<file path="config.mk">
export PLATFORM = sky130hd
export DESIGN_NAME = pcorr_ctrl
export DESIGN_NICKNAME = d
export VERILOG_FILES = /design/src/hw/rtl/pcorr_pkg.sv /design/src/hw/rtl/pcorr_ctrl.sv
export SDC_FILE = /design/constraint.sdc
export NUM_CORES = 1
export LEC_CHECK = 0
export BUFFER_PORTS_ARGS = -buffer_cell sky130_fd_sc_hd__buf_2
export CORE_AREA = 2 2 39 41
export CTS_CLUSTER_SIZE = 40
export DETAILED_ROUTE_END_ITERATION = 10
export DIE_AREA = 0 0 41 43
export PLACE_DENSITY = 0.82
export SETUP_SLACK_MARGIN = 0.1
export SYNTH_ARGS = -nofsm -noshare
export SYNTH_HDL_FRONTEND = slang
export SYNTH_SLANG_ARGS = --single-unit
</file>
<file path="constraint.sdc">
create_clock -name clk_i -period 4.1 [get_ports clk_i]
set_input_delay 0.82 -clock clk_i [delete_from_list [all_inputs] [get_ports clk_i]]
set_output_delay 0.82 -clock clk_i [all_outputs]
set_load 0.01 [all_outputs]
</file>
<file path="src/hw/rtl/pcorr_pkg.sv">
`timescale 1ns / 1ps
`default_nettype none
// ----------------------------------------------------------------------------
// Pearson correlation package
// Widths, codes and control/status bundles shared by the correlation block.
// ----------------------------------------------------------------------------
package pcorr_pkg;

  localparam int SAMPLE_BITS = 16;
  localparam int COUNT_BITS  = 16;

  localparam int CNT_W    = COUNT_BITS + 1;
  localparam int SUM_W    = SAMPLE_BITS + COUNT_BITS + 1;
  localparam int SQ_W     = 2 * SAMPLE_BITS + COUNT_BITS - 1;
  localparam int PROD_W   = 2 * SAMPLE_BITS + COUNT_BITS;
  localparam int MAG_W    = 2 * SAMPLE_BITS + 2 * COUNT_BITS;
  localparam int AB_W     = 2 * MAG_W;
  localparam int CORR_W   = 16;
  localparam int ODD_SQ_W = 2 * CORR_W;
  localparam int ACC_W    = AB_W + ODD_SQ_W;
  localparam int MLT_W    = (MAG_W > ODD_SQ_W) ? MAG_W : ODD_SQ_W;

  localparam int TOO_FEW_MAX = 2;
  localparam int Q_ONE       = 1 << (CORR_W - 1);
  localparam int CORR_MAX    = Q_ONE - 1;

  typedef enum logic [1:0] {
    STATUS_OK       = 2'd0,
    STATUS_TOO_FEW  = 2'd1,
    STATUS_ZERO_VAR = 2'd2,
    STATUS_OVERFLOW = 2'd3
  } status_e;

  typedef enum logic [3:0] {
    MUL_NXX,
    MUL_XX,
    MUL_NYY,
    MUL_YY,
    MUL_NXY,
    MUL_XY,
    MUL_AB,
    MUL_CC,
    MUL_ODD,
    MUL_LHS
  } mul_op_e;

  typedef enum logic [4:0] {
    ST_ACCUM,
    ST_DECIDE,
    ST_NXX,
    ST_XX,
    ST_NYY,
    ST_YY,
    ST_NXY,
    ST_XY,
    ST_AB,
    ST_CC,
    ST_CHECK,
    ST_TRY,
    ST_ODD,
    ST_LHS,
    ST_CMP,
    ST_FIN,
    ST_PUSH
  } state_e;

  typedef struct packed {
    logic    acc_en;
    logic    acc_clear;
    logic    mul_start;
    logic    mul_commit;
    mul_op_e mul_op;
    logic    set_status;
    status_e status;
    logic    search_init;
    logic    step_adv;
    logic    try_cmp;
    logic    fin;
    logic    out_load;
  } ctrl_cmd_t;

  typedef struct packed {
    logic mul_done;
    logic overflow;
    logic too_few;
    logic ab_zero;
    logic t_ok;
    logic step_last;
    logic out_free;
  } dp_flags_t;

endpackage
`default_nettype wire

</file>
<file path="src/hw/rtl/pcorr_ctrl.sv">
`timescale 1ns / 1ps
`default_nettype none
// ----------------------------------------------------------------------------
// Pearson correlation controller
// Sequences accumulation, the spread products, the rounding search and output.
// ----------------------------------------------------------------------------
module pcorr_ctrl (
  input  logic                  clk_i,
  input  logic                  rst_ni,
  input  logic                  in_valid_i,
  input  logic                  in_last_i,
  output logic                  in_stall_o,
  input  pcorr_pkg::dp_flags_t  flags_i,
  output pcorr_pkg::ctrl_cmd_t  cmd_o
);

  pcorr_pkg::state_e state_q, state_d;
  logic              phase_q, phase_d;
  logic              is_mul;
  logic              mul_fin;

  always_comb begin
    unique case (state_q)
      pcorr_pkg::ST_NXX, pcorr_pkg::ST_XX, pcorr_pkg::ST_NYY, pcorr_pkg::ST_YY,
      pcorr_pkg::ST_NXY, pcorr_pkg::ST_XY, pcorr_pkg::ST_AB, pcorr_pkg::ST_CC,
      pcorr_pkg::ST_ODD, pcorr_pkg::ST_LHS: is_mul = 1'b1;
      default:                              is_mul = 1'b0;
    endcase
  end

  assign mul_fin = phase_q & flags_i.mul_done;
  assign phase_d = is_mul & (~phase_q | ~flags_i.mul_done);

  always_comb begin
    state_d = state_q;
    unique case (state_q)
      pcorr_pkg::ST_ACCUM: if (in_valid_i && in_last_i) begin
        state_d = pcorr_pkg::ST_DECIDE;
      end
      pcorr_pkg::ST_DECIDE: begin
        if (flags_i.overflow || flags_i.too_few) begin
          state_d = pcorr_pkg::ST_PUSH;
        end else begin
          state_d = pcorr_pkg::ST_NXX;
        end
      end
      pcorr_pkg::ST_NXX: if (mul_fin) state_d = pcorr_pkg::ST_XX;
      pcorr_pkg::ST_XX:  if (mul_fin) state_d = pcorr_pkg::ST_NYY;
      pcorr_pkg::ST_NYY: if (mul_fin) state_d = pcorr_pkg::ST_YY;
      pcorr_pkg::ST_YY:  if (mul_fin) state_d = pcorr_pkg::ST_NXY;
      pcorr_pkg::ST_NXY: if (mul_fin) state_d = pcorr_pkg::ST_XY;
      pcorr_pkg::ST_XY:  if (mul_fin) state_d = pcorr_pkg::ST_AB;
      pcorr_pkg::ST_AB:  if (mul_fin) state_d = pcorr_pkg::ST_CC;
      pcorr_pkg::ST_CC:  if (mul_fin) state_d = pcorr_pkg::ST_CHECK;
      pcorr_pkg::ST_CHECK: begin
        if (flags_i.ab_zero) begin
          state_d = pcorr_pkg::ST_PUSH;
        end else begin
          state_d = pcorr_pkg::ST_TRY;
        end
      end
      pcorr_pkg::ST_TRY: begin
        if (flags_i.t_ok) begin
          state_d = pcorr_pkg::ST_ODD;
        end else if (flags_i.step_last) begin
          state_d = pcorr_pkg::ST_FIN;
        end
      end
      pcorr_pkg::ST_ODD: if (mul_fin) state_d = pcorr_pkg::ST_LHS;
      pcorr_pkg::ST_LHS: if (mul_fin) state_d = pcorr_pkg::ST_CMP;
      pcorr_pkg::ST_CMP: begin
        if (flags_i.step_last) begin
          state_d = pcorr_pkg::ST_FIN;
        end else begin
          state_d = pcorr_pkg::ST_TRY;
        end
      end
      pcorr_pkg::ST_FIN: state_d = pcorr_pkg::ST_PUSH;
      pcorr_pkg::ST_PUSH: if (flags_i.out_free) begin
        state_d = pcorr_pkg::ST_ACCUM;
      end
      default: state_d = pcorr_pkg::ST_ACCUM;
    endcase
  end

  always_comb begin
    cmd_o      = '0;
    in_stall_o = 1'b1;
    unique case (state_q)
      pcorr_pkg::ST_ACCUM: begin
        in_stall_o   = 1'b0;
        cmd_o.acc_en = in_valid_i;
      end
      pcorr_pkg::ST_DECIDE: begin
        if (flags_i.overflow) begin
          cmd_o.set_status = 1'b1;
          cmd_o.status     = pcorr_pkg::STATUS_OVERFLOW;
        end else if (flags_i.too_few) begin
          cmd_o.set_status = 1'b1;
          cmd_o.status     = pcorr_pkg::STATUS_TOO_FEW;
        end
      end
      pcorr_pkg::ST_NXX: cmd_o.mul_op = pcorr_pkg::MUL_NXX;
      pcorr_pkg::ST_XX:  cmd_o.mul_op = pcorr_pkg::MUL_XX;
      pcorr_pkg::ST_NYY: cmd_o.mul_op = pcorr_pkg::MUL_NYY;
      pcorr_pkg::ST_YY:  cmd_o.mul_op = pcorr_pkg::MUL_YY;
      pcorr_pkg::ST_NXY: cmd_o.mul_op = pcorr_pkg::MUL_NXY;
      pcorr_pkg::ST_XY:  cmd_o.mul_op = pcorr_pkg::MUL_XY;
      pcorr_pkg::ST_AB:  cmd_o.mul_op = pcorr_pkg::MUL_AB;
      pcorr_pkg::ST_CC:  cmd_o.mul_op = pcorr_pkg::MUL_CC;
      pcorr_pkg::ST_ODD: cmd_o.mul_op = pcorr_pkg::MUL_ODD;
      pcorr_pkg::ST_LHS: cmd_o.mul_op = pcorr_pkg::MUL_LHS;
      pcorr_pkg::ST_CHECK: begin
        if (flags_i.ab_zero) begin
          cmd_o.set_status = 1'b1;
          cmd_o.status     = pcorr_pkg::STATUS_ZERO_VAR;
        end else begin
          cmd_o.search_init = 1'b1;
        end
      end
      pcorr_pkg::ST_TRY: begin
        cmd_o.step_adv = ~flags_i.t_ok;
      end
      pcorr_pkg::ST_CMP: begin
        cmd_o.try_cmp  = 1'b1;
        cmd_o.step_adv = 1'b1;
      end
      pcorr_pkg::ST_FIN: begin
        cmd_o.fin = 1'b1;
      end
      pcorr_pkg::ST_PUSH: begin
        cmd_o.out_load  = flags_i.out_free;
        cmd_o.acc_clear = flags_i.out_free;
      end
      default: begin
        in_stall_o = 1'b1;
      end
    endcase
    if (is_mul) begin
      cmd_o.mul_start  = ~phase_q;
      cmd_o.mul_commit = mul_fin;
    end
  end

  always_ff @(posedge clk_i or negedge rst_ni) begin
    if (!rst_ni) begin
      state_q <= pcorr_pkg::ST_ACCUM;
      phase_q <= 1'b0;
    end else begin
      state_q <= state_d;
      phase_q <= phase_d;
    end
  end

endmodule
`default_nettype wire

</file>
==> flow_metrics.env <==
export IMPL_cts_resized=0
export IMPL_avgSynthCellArea_sq_um=7.28
export IMPL_grt_ovfl_total=0
export IMPL_wirelength_um=1540
export IMPL_clk_latency_ns=0.24
export IMPL_grt_usage_pct=21.2
export IMPL_post_route_drc_count=0
export IMPL_ys_top_cells_by_count="nor2_1 (11), nand2_1 (9), a21oi_1 (7), buf_2 (6), dfrtp_1 (6)"
export IMPL_cts_tree="built"
export IMPL_rows=14
export IMPL_maxCapViolations=0
export IMPL_status="complete, no violations"
export IMPL_use_met1_pct=29.7
export IMPL_p_switching_uw=278
export IMPL_min_period_ns=2.64
export IMPL_worst_pin_slew_ns=0.485
export IMPL_switching_share_pct=50.7
export IMPL_worstSetupEndpointType="output port"
export IMPL_hold_path_class="in2async"
export IMPL_die_width_um=41
export IMPL_syn2layout_area_growth_pct=20.4
export IMPL_crit_required_ns=3.28
export IMPL_dieArea_sq_um=1760
export IMPL_async_flop_share_pct=100
export IMPL_wl_per_cell_um=12.3
export IMPL_grt_max_degree=19
export IMPL_met3_usage_pct=7.85
export IMPL_cts_root_buf="clkbuf_4"
export IMPL_placed_cells=122
export IMPL_antenna_found_initial=0
export IMPL_synth_top_area_share_pct=23.7
export IMPL_via_per_inst=5.66
export IMPL_yosysSeqAreaShare_pct=23.7
export IMPL_p_clk_share_pct=9.8
export IMPL_p_comb_share_pct=59.1
export IMPL_postRouteAntennaNets=0
export IMPL_p_total_uw=548
export IMPL_drive_gt1_share_pct=30.3
export IMPL_place_congestion=0.868
export IMPL_post_route_util_pct=55.1
export IMPL_path_max_fanout=16
export IMPL_synthFlopType="dfrtp_1"
export IMPL_cp_start_kind="flip-flop"
export IMPL_drt_iter0_drc=14
export IMPL_synth_seq_cells=6
export IMPL_synthesis_nets=98
export IMPL_grt_pass1_vias=575
export IMPL_busiest_layer="met1"
export IMPL_period_share_pct=64.3
export IMPL_grt_pass1_wl_um=2530
export IMPL_synth_edf_count=0
export IMPL_synth_most_common_cell="nor2_1"
export IMPL_die_h_um=43
export IMPL_start_util_pct=45.8
export IMPL_hold_violations=0
export IMPL_h_tree_depth=1
export IMPL_clock_path_buffers=2
export IMPL_nets=122
export IMPL_setup_viol_count_final=0
export IMPL_arrival_ns=1.82
export IMPL_synth_warnings=0
export IMPL_worst_setup_hold_path_clk_slew_ns=0.04
export IMPL_cts_hold_buf=0
export IMPL_clock_fmax_mhz=379
export IMPL_synth_cell_types=35
export IMPL_power_density_nw_per_um2=719
export IMPL_port_buffers=27
export IMPL_cts_inserted_buffers=3
export IMPL_n_fill_cell=135
export IMPL_ys_top_cells_by_area="dfrtp_1 (24%), nor2_1 (6.5%), a21oi_1 (5.5%)"
export IMPL_post_cts_buffers=0
export IMPL_internal_power_uw=270
export IMPL_stdcell_count=125
export IMPL_first_pass_iters=4
export IMPL_seq_power_share_pct=31.1
export IMPL_detailroute_via_count=707
export IMPL_coreArea_sq_um=1380
export IMPL_antenna_cells=0
export IMPL_synthCells=87
export IMPL_rsz0062_at_grt="no"
export IMPL_peakVddDrop_mv=0.416
export IMPL_slew_viol_final=0
export IMPL_crit_type="reg2out"
export IMPL_slew_headroom_pct=67.7
export IMPL_yosysTopAreaCell="dfrtp_1"
export IMPL_tns_ns=0
export IMPL_io_pins=28
export IMPL_met2_usage_pct=29.7
export IMPL_clock_skew_ns=0.00338
export IMPL_cts_sinks=6
export IMPL_place_hpwl_um=1150
export IMPL_p_leak_uw=0.000375
export IMPL_syn_area_sq_um=633
## metrics by stage
stage	hold slack, ns	setup WS (ns)	area (sq um)
after floorplan	0.524	1.86	633
after global placement	0.646	1.79	739
after detailed placement	0.646	1.73	739
after CTS	0.382	1.46	762
after global routing	0.383	1.34	762
final	0.385	1.46	762
## cell usage in the layout, fill, tap and decap left out, types with 2 or more instances in the layout
cell	instances
nor2b_1	3
nand2b_1	3
o21ai_0	4
nor2_1	11
a21oi_1	7
nand4b_1	2
clkbuf_4	3
inv_1	4
nor3_1	5
buf_2	27
nor3b_1	4
nand2_1	9
dfrtp_1	6
## state kept, by name, summed over array words and instances, names as in the netlist
name	count
state_q	5
phase_q	1
## layer usage
metal	up-vias	wire length [um]
li1	356	-
met1	318	706
met2	31	691
met3	2	124
met4	0	14
met5	-	0
## cell families after synthesis
group / Yosys count / synth area share, %
AND/OR/NAND/NOR: 47 / 40.9
AO/OA/AOI/OAI: 21 / 23.5
buffers and inverters: 12 / 10.1
flip-flops: 6 / 23.7
multiplexers: 1 / 1.78
## area by class of cell
type                            count  area (sq um)  share of cell area, %
Sequential cell                     6           150                   19.7
Inverter                            4          15.0                   1.97
Multi-Input combinational cell     69           419                   55.0
Tap cell                           16          20.0                   2.63
Timing Repair Buffer               27           135                   17.7
Clock buffer                        3          22.5                   2.96
## worst paths after layout
check | endpoint | start | depth (start not counted) | slack [ns]
hold reg to reg | phase_q$_DFF_PN0_ | phase_q$_DFF_PN0_ | 3 | 0.71
max in group asynchronous | state_q[1]$_DFFE_PN0P_ | rst_ni | 1 | 3.58
min in group clk_i | phase_q$_DFF_PN0_ | phase_q$_DFF_PN0_ | 3 | 0.71
setup reg to reg | state_q[1]$_DFFE_PN0P_ | state_q[2]$_DFFE_PN0P_ | 4 | 2.40
hold / removal | state_q[4]$_DFFE_PN0P_ | rst_ni | 1 | 0.39
setup / recovery | cmd_o[15] | state_q[2]$_DFFE_PN0P_ | 4 | 1.46
## power by group through the flow
stage | combinational, uW | sequential, uW | clock [uW]
detailed placement | 326 | 169 | 0
global route | 370 | 177 | 62.9
CTS | 327 | 167 | 56.5
finish | 324 | 170 | 53.5
floorplan | 306 | 108 | 0
global placement | 321 | 166 | 0
## critical path, stage by stage (launching register included)
cell and delay [ns]:
dfrtp_1 0.53, or2_1 0.37, or4_1 0.44, nor2_1 0.09, buf_2 0.13
Note: power is estimated with default switching activity, not from simulation.
